[src/lmps_pkg.sv]
package lmps_pkg;

    // Geometry and field widths.
    localparam int COLUMNS_DEFAULT = 8;
    localparam int ROWS            = 8;
    localparam int LEVEL_W         = 8;
    localparam int CYC_W           = 8;
    localparam int LIT_W           = 4;
    localparam int NUM_W           = 5;
    localparam int PROD_W          = 16;
    localparam int BASE_W          = 17;
    localparam int CMP_W           = 23;
    localparam int CFG_IDX_W       = 2;
    localparam int CFG_DATA_W      = 8;

    localparam logic [LEVEL_W-1:0] LEVEL_FULL = 8'd255;

    // Configuration register indexes.
    localparam logic [CFG_IDX_W-1:0] CFG_CALIBRATE         = 2'd0;
    localparam logic [CFG_IDX_W-1:0] CFG_CYCLES_CALIBRATED = 2'd1;
    localparam logic [CFG_IDX_W-1:0] CFG_CYCLES_PLAIN      = 2'd2;

    // Configuration reset values.
    localparam logic                 CALIBRATE_RESET = 1'b1;
    localparam logic [CYC_W-1:0]     CYCLES_CAL_RESET   = 8'd4;
    localparam logic [CYC_W-1:0]     CYCLES_PLAIN_RESET = 8'd10;

    // Denominators and the plain numerator of the brightness factor.
    localparam logic [NUM_W-1:0] DEN_PLAIN = 5'd1;
    localparam logic [NUM_W-1:0] DEN_CAL   = 5'd10;
    localparam logic [NUM_W-1:0] DEN_LAST  = 5'd20;
    localparam logic [NUM_W-1:0] NUM_PLAIN = 5'd1;

    // Input operations.
    typedef enum logic {
        OP_WRITE = 1'b0,
        OP_TICK  = 1'b1
    } op_t;

    typedef struct packed {
        op_t          operation;
        logic [5:0]   pixel_index;
        logic [7:0]   pixel_level;
    } in_item_t;

    typedef struct packed {
        logic [2:0]   column;
        logic [7:0]   row_drive;
        logic         frame_end;
    } out_item_t;

    // Commands from the controller to the datapath.
    typedef struct packed {
        logic pix_write;
        logic tick_start;
        logic mult_en;
        logic finish;
    } ctrl_cmd_t;

    // Status from the datapath to the controller.
    typedef struct packed {
        logic out_blocked;
    } dp_stat_t;

    // Calibration factor numerator (over 10 or 20) by lit pixel count.
    function automatic logic [NUM_W-1:0] cal_num(input logic [LIT_W-1:0] lit,
                                                 input logic full);
        logic [NUM_W-1:0] n;
        unique case (lit)
            4'd1:    n = full ? 5'd4 : 5'd8;
            4'd2:    n = full ? 5'd5 : 5'd8;
            4'd3:    n = 5'd8;
            4'd4:    n = 5'd9;
            4'd5:    n = 5'd12;
            4'd6:    n = 5'd15;
            4'd7:    n = 5'd20;
            default: n = 5'd10;
        endcase
        return n;
    endfunction

endpackage

[src/lmps_ctrl.sv]
module lmps_ctrl (
    input  logic                 clk,
    input  logic                 rst_n,
    input  logic                 item_valid,
    input  lmps_pkg::op_t        item_op,
    input  lmps_pkg::dp_stat_t   stat,
    output logic                 item_stall,
    output lmps_pkg::ctrl_cmd_t  cmd
);

    typedef enum logic [2:0] {
        S_IDLE = 3'b001,
        S_MULT = 3'b010,
        S_EVAL = 3'b100
    } state_t;

    state_t state_reg;
    state_t state_next;
    logic   accept;

    // Input is taken only while no scan tick is in flight.
    assign item_stall = (state_reg != S_IDLE);
    assign accept     = item_valid && !item_stall;

    always_comb
    begin
        cmd.pix_write  = accept && (item_op == lmps_pkg::OP_WRITE);
        cmd.tick_start = accept && (item_op == lmps_pkg::OP_TICK);
        cmd.mult_en    = (state_reg == S_MULT);
        cmd.finish     = (state_reg == S_EVAL) && !stat.out_blocked;
    end

    // Next state: a tick walks through multiply and evaluate, then waits on the output.
    always_comb
    begin
        state_next = state_reg;
        unique case (state_reg)
            S_IDLE:
            begin
                if (cmd.tick_start)
                begin
                    state_next = S_MULT;
                end
            end
            S_MULT:
            begin
                state_next = S_EVAL;
            end
            S_EVAL:
            begin
                if (cmd.finish)
                begin
                    state_next = S_IDLE;
                end
            end
            default:
            begin
                state_next = S_IDLE;
            end
        endcase
    end

    always_ff @(posedge clk or negedge rst_n)
    begin
        if (!rst_n)
        begin
            state_reg <= S_IDLE;
        end
        else
        begin
            state_reg <= state_next;
        end
    end

endmodule

[src/lmps_dp.sv]
module lmps_dp #(
    parameter int COLUMNS = lmps_pkg::COLUMNS_DEFAULT
) (
    input  logic                                clk,
    input  logic                                rst_n,
    input  lmps_pkg::in_item_t                  item,
    input  lmps_pkg::ctrl_cmd_t                 cmd,
    output lmps_pkg::dp_stat_t                  stat,
    input  logic                                cfg_we,
    input  logic [lmps_pkg::CFG_IDX_W-1:0]      cfg_index,
    input  logic [lmps_pkg::CFG_DATA_W-1:0]     cfg_data,
    output logic                                result_valid,
    input  logic                                result_stall,
    output lmps_pkg::out_item_t                 result
);

    localparam int COL_W = (COLUMNS > 1) ? $clog2(COLUMNS) : 1;
    localparam logic [COL_W-1:0] LAST_COL = COL_W'(COLUMNS - 1);

    // Configuration registers.
    logic                          calibrate_reg;
    logic [lmps_pkg::CYC_W-1:0]    cycles_cal_reg;
    logic [lmps_pkg::CYC_W-1:0]    cycles_plain_reg;

    // Scan counters.
    logic [COL_W-1:0]              column_reg;
    logic [COL_W-1:0]              column_next;
    logic [lmps_pkg::CYC_W-1:0]    cycle_reg;
    logic [lmps_pkg::CYC_W-1:0]    cycle_next;

    // Level store and its per-pixel valid bits.
    logic [7:0][7:0]               mem [COLUMNS];
    logic [7:0]                    valid_reg [COLUMNS];
    logic [2:0]                    wr_col;
    logic [2:0]                    wr_row;
    logic                          wr_hit;

    // Tick snapshot, taken when the tick is accepted.
    logic [7:0][7:0]               row_data_reg;
    logic [7:0]                    row_valid_reg;
    logic [COL_W-1:0]              tick_col_reg;
    logic [lmps_pkg::CYC_W-1:0]    tick_cycles_reg;
    logic [lmps_pkg::CYC_W-1:0]    tick_cc_reg;
    logic [lmps_pkg::CYC_W-1:0]    cycles_sel;
    logic [lmps_pkg::CYC_W-1:0]    cycles_eff;
    logic [lmps_pkg::CYC_W-1:0]    cc_eff;

    // Multiply stage.
    logic [lmps_pkg::PROD_W-1:0]   prod_reg [lmps_pkg::ROWS];
    logic [lmps_pkg::PROD_W-1:0]   prod_next [lmps_pkg::ROWS];
    logic [7:0]                    full_reg;
    logic [7:0]                    full_next;
    logic [lmps_pkg::LIT_W-1:0]    lit_reg;
    logic [lmps_pkg::LIT_W-1:0]    lit_next;
    logic [lmps_pkg::NUM_W-1:0]    den_reg;
    logic [lmps_pkg::NUM_W-1:0]    den_next;
    logic [lmps_pkg::BASE_W-1:0]   base_reg;
    logic [lmps_pkg::BASE_W-1:0]   base_next;
    logic [7:0][7:0]               lv;

    // Evaluate stage.
    logic [7:0]                    drive;
    logic [lmps_pkg::CMP_W-1:0]    rhs;
    logic [lmps_pkg::CMP_W-1:0]    lhs [lmps_pkg::ROWS];
    logic [lmps_pkg::NUM_W-1:0]    num [lmps_pkg::ROWS];
    logic                          tick_last;
    logic                          frame_end;
    logic [lmps_pkg::CYC_W:0]      cc_inc;

    // Output register.
    logic                          result_valid_reg;
    logic                          result_valid_next;
    lmps_pkg::out_item_t           result_reg;

    assign stat.out_blocked = result_valid_reg && result_stall;
    assign result_valid     = result_valid_reg;
    assign result           = result_reg;

    // Configuration writes; an unknown index is dropped.
    always_ff @(posedge clk or negedge rst_n)
    begin
        if (!rst_n)
        begin
            calibrate_reg    <= lmps_pkg::CALIBRATE_RESET;
            cycles_cal_reg   <= lmps_pkg::CYCLES_CAL_RESET;
            cycles_plain_reg <= lmps_pkg::CYCLES_PLAIN_RESET;
        end
        else if (cfg_we)
        begin
            unique case (cfg_index)
                lmps_pkg::CFG_CALIBRATE:         calibrate_reg    <= cfg_data[0];
                lmps_pkg::CFG_CYCLES_CALIBRATED: cycles_cal_reg   <= cfg_data;
                lmps_pkg::CFG_CYCLES_PLAIN:      cycles_plain_reg <= cfg_data;
                default:                         ;
            endcase
        end
    end

    // Pixel write address; columns beyond the matrix are ignored.
    assign wr_col = item.pixel_index[5:3];
    assign wr_row = item.pixel_index[2:0];
    assign wr_hit = cmd.pix_write && (32'(wr_col) < COLUMNS);

    // Store: one level written per transfer, one column read per tick.
    always_ff @(posedge clk)
    begin
        if (wr_hit)
        begin
            mem[COL_W'(wr_col)][wr_row] <= item.pixel_level;
        end
        if (cmd.tick_start)
        begin
            row_data_reg <= mem[column_reg];
        end
    end

    // Valid bits make unwritten levels read as zero after reset.
    always_ff @(posedge clk or negedge rst_n)
    begin
        if (!rst_n)
        begin
            for (int c = 0; c < COLUMNS; c++)
            begin
                valid_reg[c] <= '0;
            end
            row_valid_reg <= '0;
        end
        else
        begin
            if (wr_hit)
            begin
                valid_reg[COL_W'(wr_col)][wr_row] <= 1'b1;
            end
            if (cmd.tick_start)
            begin
                row_valid_reg <= valid_reg[column_reg];
            end
        end
    end

    // Active cycle count and the cycle index as seen by this tick.
    always_comb
    begin
        cycles_sel = calibrate_reg ? cycles_cal_reg : cycles_plain_reg;
        cycles_eff = (cycles_sel == '0) ? 8'd1 : cycles_sel;
        cc_eff     = (cycle_reg >= cycles_eff) ? '0 : cycle_reg;
    end

    always_ff @(posedge clk)
    begin
        if (cmd.tick_start)
        begin
            tick_col_reg    <= column_reg;
            tick_cycles_reg <= cycles_eff;
            tick_cc_reg     <= cc_eff;
        end
    end

    // Multiply stage: cycles times level per row, lit count, factor denominator and threshold base.
    always_comb
    begin
        lit_next = '0;
        for (int r = 0; r < lmps_pkg::ROWS; r++)
        begin
            lv[r]        = row_valid_reg[r] ? row_data_reg[r] : 8'd0;
            prod_next[r] = lmps_pkg::PROD_W'(tick_cycles_reg) * lmps_pkg::PROD_W'(lv[r]);
            full_next[r] = (lv[r] == lmps_pkg::LEVEL_FULL);
            lit_next     = lit_next + lmps_pkg::LIT_W'(lv[r] != 8'd0);
        end
        if (!calibrate_reg)
        begin
            den_next = lmps_pkg::DEN_PLAIN;
        end
        else if ((tick_col_reg == LAST_COL) && (lit_next == 4'd1))
        begin
            den_next = lmps_pkg::DEN_LAST;
        end
        else
        begin
            den_next = lmps_pkg::DEN_CAL;
        end
        base_next = (lmps_pkg::BASE_W'(tick_cc_reg) + 17'd1)
                    * lmps_pkg::BASE_W'(2 * 255);
    end

    always_ff @(posedge clk)
    begin
        if (cmd.mult_en)
        begin
            for (int r = 0; r < lmps_pkg::ROWS; r++)
            begin
                prod_reg[r] <= prod_next[r];
            end
            full_reg <= full_next;
            lit_reg  <= lit_next;
            den_reg  <= den_next;
            base_reg <= base_next;
        end
    end

    // Evaluate stage: a row's drive bit is set when 2*C*L*num + 255*den < 2*255*den*(cycle+1),
    // which is the rounded threshold compare without a divider.
    always_comb
    begin
        rhs = lmps_pkg::CMP_W'(base_reg) * lmps_pkg::CMP_W'(den_reg);
        for (int r = 0; r < lmps_pkg::ROWS; r++)
        begin
            num[r]   = calibrate_reg ? lmps_pkg::cal_num(lit_reg, full_reg[r])
                                     : lmps_pkg::NUM_PLAIN;
            lhs[r]   = ((lmps_pkg::CMP_W'(prod_reg[r]) * lmps_pkg::CMP_W'(num[r])) << 1)
                       + lmps_pkg::CMP_W'(den_reg) * lmps_pkg::CMP_W'(lmps_pkg::LEVEL_FULL);
            drive[r] = !(lhs[r] >= rhs);
        end
        tick_last = (tick_col_reg == LAST_COL);
        frame_end = tick_last && (tick_cc_reg == (tick_cycles_reg - 8'd1));
    end

    // Counter advance after each finished tick.
    always_comb
    begin
        cc_inc      = {1'b0, tick_cc_reg} + 9'd1;
        column_next = column_reg;
        cycle_next  = cycle_reg;
        if (cmd.finish)
        begin
            if (tick_last)
            begin
                column_next = '0;
                cycle_next  = (cc_inc >= {1'b0, tick_cycles_reg}) ? '0
                                                                 : cc_inc[lmps_pkg::CYC_W-1:0];
            end
            else
            begin
                column_next = tick_col_reg + COL_W'(1);
                cycle_next  = tick_cc_reg;
            end
        end
    end

    always_ff @(posedge clk or negedge rst_n)
    begin
        if (!rst_n)
        begin
            column_reg <= '0;
            cycle_reg  <= '0;
        end
        else
        begin
            column_reg <= column_next;
            cycle_reg  <= cycle_next;
        end
    end

    // Output register: loaded on finish, emptied by a transfer.
    always_comb
    begin
        result_valid_next = result_valid_reg;
        if (cmd.finish)
        begin
            result_valid_next = 1'b1;
        end
        else if (result_valid_reg && !result_stall)
        begin
            result_valid_next = 1'b0;
        end
    end

    always_ff @(posedge clk or negedge rst_n)
    begin
        if (!rst_n)
        begin
            result_valid_reg <= 1'b0;
        end
        else
        begin
            result_valid_reg <= result_valid_next;
        end
    end

    always_ff @(posedge clk)
    begin
        if (cmd.finish)
        begin
            result_reg.column    <= 3'(tick_col_reg);
            result_reg.row_drive <= drive;
            result_reg.frame_end <= frame_end;
        end
    end

endmodule

[src/led_matrix_pwm_scan_top.sv]
// Channel  | Signals                                 | Transfer when
// item     | item_valid, item_stall, item            | item_valid && !item_stall
// result   | result_valid, result_stall, result      | result_valid && !result_stall
// config   | cfg_we, cfg_index, cfg_data             | cfg_we
//
// After a pixel write the next item may follow at once.
// A scan tick runs through store read, per-row multiply and threshold compare;
// the compare stage holds until the output register is free.
// The output register lets a new item be accepted while a result waits.
// Reset is asynchronous; the level store is cleared at once by per-pixel valid bits.
module led_matrix_pwm_scan_top #(
    parameter int COLUMNS = lmps_pkg::COLUMNS_DEFAULT
) (
    input  logic                             clk,
    input  logic                             rst_n,
    input  logic                             item_valid,
    output logic                             item_stall,
    input  lmps_pkg::in_item_t               item,
    output logic                             result_valid,
    input  logic                             result_stall,
    output lmps_pkg::out_item_t              result,
    input  logic                             cfg_we,
    input  logic [lmps_pkg::CFG_IDX_W-1:0]   cfg_index,
    input  logic [lmps_pkg::CFG_DATA_W-1:0]  cfg_data
);

    lmps_pkg::ctrl_cmd_t cmd;
    lmps_pkg::dp_stat_t  stat;

    // Sequencer for accepts and tick stages.
    lmps_ctrl u_ctrl (
        .clk        (clk),
        .rst_n      (rst_n),
        .item_valid (item_valid),
        .item_op    (item.operation),
        .stat       (stat),
        .item_stall (item_stall),
        .cmd        (cmd)
    );

    // Store, counters, threshold arithmetic and output register.
    lmps_dp #(
        .COLUMNS (COLUMNS)
    ) u_dp (
        .clk          (clk),
        .rst_n        (rst_n),
        .item         (item),
        .cmd          (cmd),
        .stat         (stat),
        .cfg_we       (cfg_we),
        .cfg_index    (cfg_index),
        .cfg_data     (cfg_data),
        .result_valid (result_valid),
        .result_stall (result_stall),
        .result       (result)
    );

endmodule

[config.mk]
export PLATFORM = sky130hd
export DESIGN_NAME = led_matrix_pwm_scan_top
export DESIGN_NICKNAME = d
export VERILOG_FILES = /design/src/lmps_pkg.sv /design/src/lmps_ctrl.sv /design/src/lmps_dp.sv /design/src/led_matrix_pwm_scan_top.sv
export SDC_FILE = /design/constraint.sdc
export NUM_CORES = 2
export LEC_CHECK = 0
export BUFFER_PORTS_ARGS = -buffer_cell sky130_fd_sc_hd__buf_2
export CAP_MARGIN = 10
export CORE_MARGIN = 3
export CORE_UTILIZATION = 45
export CTS_BUF_LIST = sky130_fd_sc_hd__clkbuf_16
export DETAILED_ROUTE_END_ITERATION = 8
export PLACE_DENSITY_LB_ADDON = 0.3
export SLEW_MARGIN = 10
export SYNTH_ARGS = -nofsm -noshare
export SYNTH_HDL_FRONTEND = slang
export SYNTH_SLANG_ARGS = --single-unit
[constraint.sdc]
create_clock -name clk -period 27.3 [get_ports clk]
set_input_delay 0 -clock clk [delete_from_list [all_inputs] [get_ports clk]]
set_output_delay 0 -clock clk [all_outputs]
set_load 0.01 [all_outputs]
# Word-level counts from Yosys, hierarchy flattened
# Memory sizes are Yosys's and may differ from the RTL's. A register that Yosys moved wholly into a read port is not among the register bits.
# Cells that the tools add are included.
# W data, S select, Z words.
# word_totals
ram_bits,640
regBits,168
mem_count,2
out_inout_bits,14
# classes
bitwise_logic,4
eq_ne,26
reduce_logical,36
n_mux,64
n_addsub,19
multipliers,19
magnitude_cmp,15
# memory_table
name,words,word_bits,rd,rd_clocked_by_memory_dff,write_ports,line_no,rtl
u_dp.mem,8,64,1,1,1,lmps_dp.sv:32,logic [7:0][7:0] mem [COLUMNS];
u_dp.prod_reg,8,16,8,0,8,lmps_dp.sv:49,logic [lmps_pkg::PROD_W-1:0] prod_reg [lmps_pkg::ROWS];
# ops
op,count
$pmux W5 S7,8
$mul A16 B5 Y21,9
$add A22 B13 Y23,8
$ge A23 B22 Y1,8
$mul A8 B8 Y16,8
$mux W8,16
$eq A8 B8 Y1 const B,8
$mux W4,16
$mux W64,1
$or A64 B64 Y64,1
$reduce_bool A8 Y1,8
$demux W8 S3,2
$mux W5,9
$add A4 B1 Y4,6
$bmux W8 S3,1
$add A8 B1 Y9 const B,2
$mul A17 B8 Y16 const B,1
$eq A4 B3 Y1 const B,4
$mul A5 B8 Y13 const B,1
$logic_not A1 Y1,11
$logic_and A1 B1 Y1,10
$ge A9 B8 Y1,1
$mux W3,3
$pmux W3 S3,1
other kinds (26),40

# Longest topological paths before layout
# depth
ltp_word,12
depth_mapped,39

# Hierarchy
# Synthesis repeated with hierarchy kept, for this count alone.
# hier_totals
cells_unflattened,7641
hier_area_um2,82320.2
# by_module_without_submodules
module,seq_area_each_um2,instances,area_per_inst_um2,cells_per_inst
lmps_dp,25534.5,1,82166.3,7628
lmps_ctrl,76.3,1,153.9,13

# Worst setup path before layout
# No wires, ideal clock.
# synth_timing
path_kind,register to register
start,register u_ctrl.state_reg[2]
end,register u_dp.base_reg[10] (netlist name) (enable)
setup_ps,905
slack_ps,14479
path_stages_with_launch,2
n_path_buf,0
arrival_time_ps,11916
period_less_slack_ps,12821
path_cell_list,dfrtp_1 > nor3b_1
# synth_via
elab_chain_len,1
# synth_lines
item,line_no,rtl
from (decl),lmps_ctrl.sv:17,state_t state_reg;
from (signal assigned),lmps_ctrl.sv:71,state_reg <= state_next;
$eq A3 B2 Y1,lmps_ctrl.sv:29,cmd.mult_en = (state_reg == S_MULT);
to (signal assigned),lmps_dp.sv:197,base_reg <= base_next;
to (decl),lmps_dp.sv:57,logic [lmps_pkg::BASE_W-1:0] base_reg;
# No other way between the ends.
# A chain may end at the register's enable or synchronous reset.

# Worst setup path after layout
# layout_timing
start,register u_dp.calibrate_reg
end,"register u_dp.result_reg, in the netlist u_dp.result[6], data pin"
# layout_via
elab_chain_len,5
# layout_lines
item,line_no,rtl
from (decl),lmps_dp.sv:21,logic calibrate_reg;
from (signal assigned),lmps_dp.sv:84,calibrate_reg <= lmps_pkg::CALIBRATE_RESET;
from (signal assigned),lmps_dp.sv:91,lmps_pkg::CFG_CALIBRATE: calibrate_reg <= cfg_data[0];
$mux W5,lmps_dp.sv:208,"num[r] = calibrate_reg ? lmps_pkg::cal_num(lit_reg, full_reg[r])"
$mul A16 B5 Y21,lmps_dp.sv:210,lhs[r] = ((lmps_pkg::CMP_W'(prod_reg[r]) * lmps_pkg::CMP_W'(num[r])) << 1)
$add A22 B13 Y23,lmps_dp.sv:211,+ lmps_pkg::CMP_W'(den_reg) * lmps_pkg::CMP_W'(lmps_pkg::LEVEL_FULL);
$ge A23 B22 Y1,lmps_dp.sv:212,drive[r] = !(lhs[r] >= rhs);
$logic_not A1 Y1,lmps_dp.sv:212,
via u_dp.drive[5],lmps_dp.sv:62,logic [7:0] drive;
to (decl),lmps_dp.sv:73,lmps_pkg::out_item_t result_reg;
# The timed path passes the listed nets, and every way through them passes these cells.

==> impl_results.rst <==
.. list-table::
   :header-rows: 1

   * - Metric
     - Value
   * - Run status
     - completed
   * - Number of antenna violations at the first check in global routing
     - 7
   * - IO Count
     - 44
   * - Sequential fraction of the synthesis area
     - 0.314
   * - Wire length reported by the detailed router
     - 198000 microns
   * - Kind of critical path
     - reg2reg
   * - Largest vdd supply drop
     - 71.0 uV
   * - Growth of design area from synthesis to finish
     - 7.55%
   * - Clk slew on worst S/H paths
     - 70 ps
   * - Fraction of layout cells with a size suffix above 1
     - 0.0801
   * - Detail-routed net length per standard cell
     - 19.9 microns
   * - Die Area
     - 186000 sq um
   * - Critical Path Sink Type
     - register
   * - Total GRT Usage
     - 0.214
   * - Slowest Stage Delay on Critical Path
     - 770 ps
   * - Dominant synthesized flop cell
     - sky130_fd_sc_hd__edfxtp_1
   * - Synthesized area
     - 81500 sq um
   * - Multiplexer share of the synthesized area
     - 0.0537
   * - Portion of the clock cycle consumed by the worst path in the final layout
     - 0.340
   * - Number of violations reported at the end of detailed-routing iteration 0
     - 4045
   * - Count of flip-flops with a built-in enable after synthesis
     - 766
   * - Relative contribution of the clock network to total power
     - 0.202
   * - Count of input and output buffers
     - 43
   * - Basic-gate share of the synthesized area counting and, or, nand and nor cells
     - 0.146
   * - CP max-delay cell
     - sky130_fd_sc_hd__dfstp_2
   * - Internal cell power
     - 3.73 mW
   * - Cells after Synth
     - 7581
   * - Share of synthesized cell area in full adder, half adder and majority cells
     - 0.312
   * - Required time at the endpoint of the critical path
     - 27860 ps
   * - Total congestion overflow
     - 0
   * - H-tree lvl count
     - 3
   * - Switching power
     - 2.64 mW
   * - Largest family of logic cells by synthesized area
     - adder cells
   * - Clock latency on the worst-skew pair
     - 710 ps
   * - Post-layout net count
     - 9151
   * - Maximum number of pins on one net before global-route repair
     - 155
   * - Vertical die dimension
     - 432 microns
   * - Routability cong.
     - 0.862
   * - Number of placement rows
     - 155
   * - Critical path fanouts, max
     - 53
   * - YS warnings
     - 0
   * - Detail-routed via count per cell
     - 5.54
   * - Worst-case headroom to the max-slew limit
     - 0.185
   * - Initial standard-cell utilization of the core
     - 0.455
   * - CTS tree
     - built
   * - Number of buffers and inverters on the critical path
     - 5
   * - Worst setup SP type
     - register
   * - Flop and latch count out of synthesis
     - 870
   * - Final critical-path required period
     - 9280 ps
   * - Highest clock rate
     - 108 MHz
   * - Post-detailed-placement half-perimeter wirelength
     - 145000 microns
   * - Part of the total power dissipated in combinational logic
     - 0.546
   * - Relative contribution of sequential cells to total power
     - 0.252
   * - Pwr per Cell Area
     - 72.8 nW/um^2
   * - Arrival time reported for the critical path endpoint
     - 9840 ps
   * - Library cells used by synthesis
     - 86
   * - Remaining number of nets flagged by the antenna check after routing
     - 0
   * - Synth Area in Compound Gates
     - 0.0720
   * - Number of clock sinks
     - 870
   * - First-pass GRT wire length
     - 315000 microns
   * - Instance area after placement
     - 84200 sq um
   * - Final Hold Fails
     - 0
   * - Syn Area/Cell
     - 10.7 sq um
   * - Floorplan core area
     - 179000 sq um
   * - Post-route setup TNS
     - 0 ps
   * - Number of global-route vias before repair
     - 55800
   * - Total setup violations reported at the end of the flow
     - 0
   * - Net Count, Synth
     - 9212
   * - Setup repair after global routing missed its margin
     - false
   * - Area of all placed cells without fillers
     - 87600 sq um
   * - Worst-case clock buffer depth
     - 3
   * - Overall die width
     - 432 microns
   * - First-pass iteration count of the detailed router
     - 6
   * - Cells resized by post-CTS repair
     - 0
   * - Sw Ratio
     - 0.414
   * - Clock tree root buffer cell
     - sky130_fd_sc_hd__clkbuf_16
   * - Final routed DRC violation total
     - 0
   * - Flip-flop count of the largest register after layout
     - 512
   * - Measured slew at the worst slew-check pin
     - 1220 ps
   * - Max-slew violation count
     - 0
   * - Ys async rst share
     - 0.120
   * - Number of buffers inserted during clock tree synthesis
     - 94
   * - Cell type group with the largest total delay on the critical path
     - compound AO/OA/AOI/OAI gates
   * - Critical path's most frequent cell
     - sky130_fd_sc_hd__nor2_1
   * - Xor/xnor cell area share of the yosys netlist
     - 0.0445
   * - Clock tree skew after final layout
     - 64.7 ps
   * - Worst hold path type
     - in2reg
   * - Leakage power
     - 40.4 nW
   * - Maxcap violations
     - 0
   * - Total via count in the routed design
     - 55200
-- power by group through the flow --
stage | combinational [mW] | sequential (mW) | clock (mW)
after global placement | 3.35 | 1.63 | 0
after global routing | 3.94 | 1.61 | 1.37
after floorplan | 2.54 | 1.59 | 0
after detailed placement | 3.45 | 1.63 | 0
after CTS | 3.49 | 1.60 | 1.32
final | 3.48 | 1.60 | 1.29
-- worst register-to-register path, delay by kind of cell (launching register included) --
family	cells	cell delay, ps
xor+xnor	1	90
simple gates	9	1540
fa+ha+maj	6	2550
buf+inv	5	1380
compound gates	14	2810
flops	1	770
-- per-stage QoR --
| stage | utilization | setup WS (ps) | hold slack [ps] | power, mW | std cells |
|---|---|---|---|---|---|
| finish | 0.489 | 18020 | 105 | 6.38 | 9959 |
| global route | 0.489 | 17340 | 84.1 | 6.91 | 9957 |
| CTS | 0.489 | 17640 | 48.8 | 6.41 | 9953 |
| detailed placement | 0.470 | 17710 | 132 | 5.08 | 9753 |
| global placement | 0.470 | 17710 | 111 | 4.98 | 9753 |
| floorplan | - | 14480 | -296 | 4.13 | 7581 |
-- synth_stat cells, types with 32 or more instances --
master	n	area, sq um
sky130_fd_sc_hd__a211oi_1	35	263
sky130_fd_sc_hd__xnor2_1	295	2580
sky130_fd_sc_hd__o21ai_0	201	1010
sky130_fd_sc_hd__nor2_1	367	1380
sky130_fd_sc_hd__and3_1	398	2490
sky130_fd_sc_hd__nand2_1	489	1840
sky130_fd_sc_hd__inv_1	953	3580
sky130_fd_sc_hd__mux4_2	144	3240
sky130_fd_sc_hd__a21oi_1	279	1400
sky130_fd_sc_hd__nor3_1	99	495
sky130_fd_sc_hd__or2_2	78	488
sky130_fd_sc_hd__nor2b_1	81	507
sky130_fd_sc_hd__edfxtp_1	766	23000
sky130_fd_sc_hd__mux2_2	86	968
sky130_fd_sc_hd__o41ai_1	32	280
sky130_fd_sc_hd__clkbuf_1	246	923
sky130_fd_sc_hd__and2_1	447	2800
sky130_fd_sc_hd__dfrtp_1	99	2480
sky130_fd_sc_hd__fa_1	715	14300
sky130_fd_sc_hd__nand2b_1	51	319
sky130_fd_sc_hd__o21a_1	46	345
sky130_fd_sc_hd__ha_1	886	11100
sky130_fd_sc_hd__buf_1	51	191
sky130_fd_sc_hd__a21o_1	141	1060
sky130_fd_sc_hd__nand3_1	165	826
sky130_fd_sc_hd__xor2_1	119	1040
-- cell usage in the layout, fill, tap and decap left out, drive strengths merged, types with 24 or more instances in the layout --
cell type / netlist / layout
clkbuf: 246 / 96
mux4: 144 / 144
a21oi: 280 / 280
nor2: 367 / 367
xor2: 119 / 119
fa: 715 / 715
clkinv: 0 / 36
dfrtp: 99 / 99
nand2b: 51 / 51
nor3: 99 / 99
edfxtp: 766 / 766
inv: 953 / 986
a211oi: 36 / 36
ha: 886 / 886
nand2: 489 / 489
xnor2: 295 / 295
nand3: 165 / 165
and2: 452 / 452
buf: 52 / 117
or2: 79 / 79
a21o: 141 / 141
o21a: 46 / 46
o41ai: 33 / 33
o21ai: 203 / 203
dlygate4sd3: 0 / 24
mux2: 86 / 86
nand4: 31 / 31
and3: 398 / 398
nor2b: 81 / 81
-- layer usage --
metal	vias up	share of wire	global-route usage
met1	27600	0.47	0.311
met4	0	0.030	0.0609
met5	-	0	0
li1	25800	-	-
met3	257	0.057	0.0273
met2	1478	0.45	0.335
-- cells by family after synthesis --
group | after synthesis
and+or+nand+nor | 2283
adders and majority gates | 1601
buffers and inverters | 1251
AOI/OAI and AO/OA | 916
DFF | 870
xor gates and xnor gates | 414
muxes | 246
-- path summary, 6_finish.rpt --
kind / from / endpoint / cells past startpoint / slack [ps]
worst max-delay path: u_dp.calibrate_reg$_DFFE_PN1P_ / u_dp.result[6]$_DFFE_PP_ / 35 / 18020
worst min-delay path: cfg_data[5] / u_dp.cycles_plain_reg[5]$_DFFE_PN0P_ / 3 / 110
worst max register to register: u_dp.calibrate_reg$_DFFE_PN1P_ / u_dp.result[6]$_DFFE_PP_ / 35 / 18020
worst min register to register: u_dp.tick_col_reg[2]$_DFFE_PP_ / u_dp.result[11]$_DFFE_PP_ / 0 / 460
max in group asynchronous: rst_n / u_dp.valid_reg[34]$_DFFE_PN0P_ / 4 / 25940
min in group asynchronous: rst_n / u_ctrl.state_reg[0]$_DFFE_PN1P_ / 3 / 490
-- area by class of cell --
type,count,area [sq um]
Antenna cell,3,7.51
Tap cell,2355,2950
Multi-Input combinational cell,5460,51300
Fill cell,16000,91600
Clock inverter,81,734
Timing Repair Buffer,141,1050
Sequential cell,870,25600
Inverter,953,3580
Clock buffer,96,2400
-- timing repair --
item,CTS,global route
hold buffers,23,2
hold endpoints to repair,229,128
setup buffers,0,0
Power figures use the tool's default switching activity.
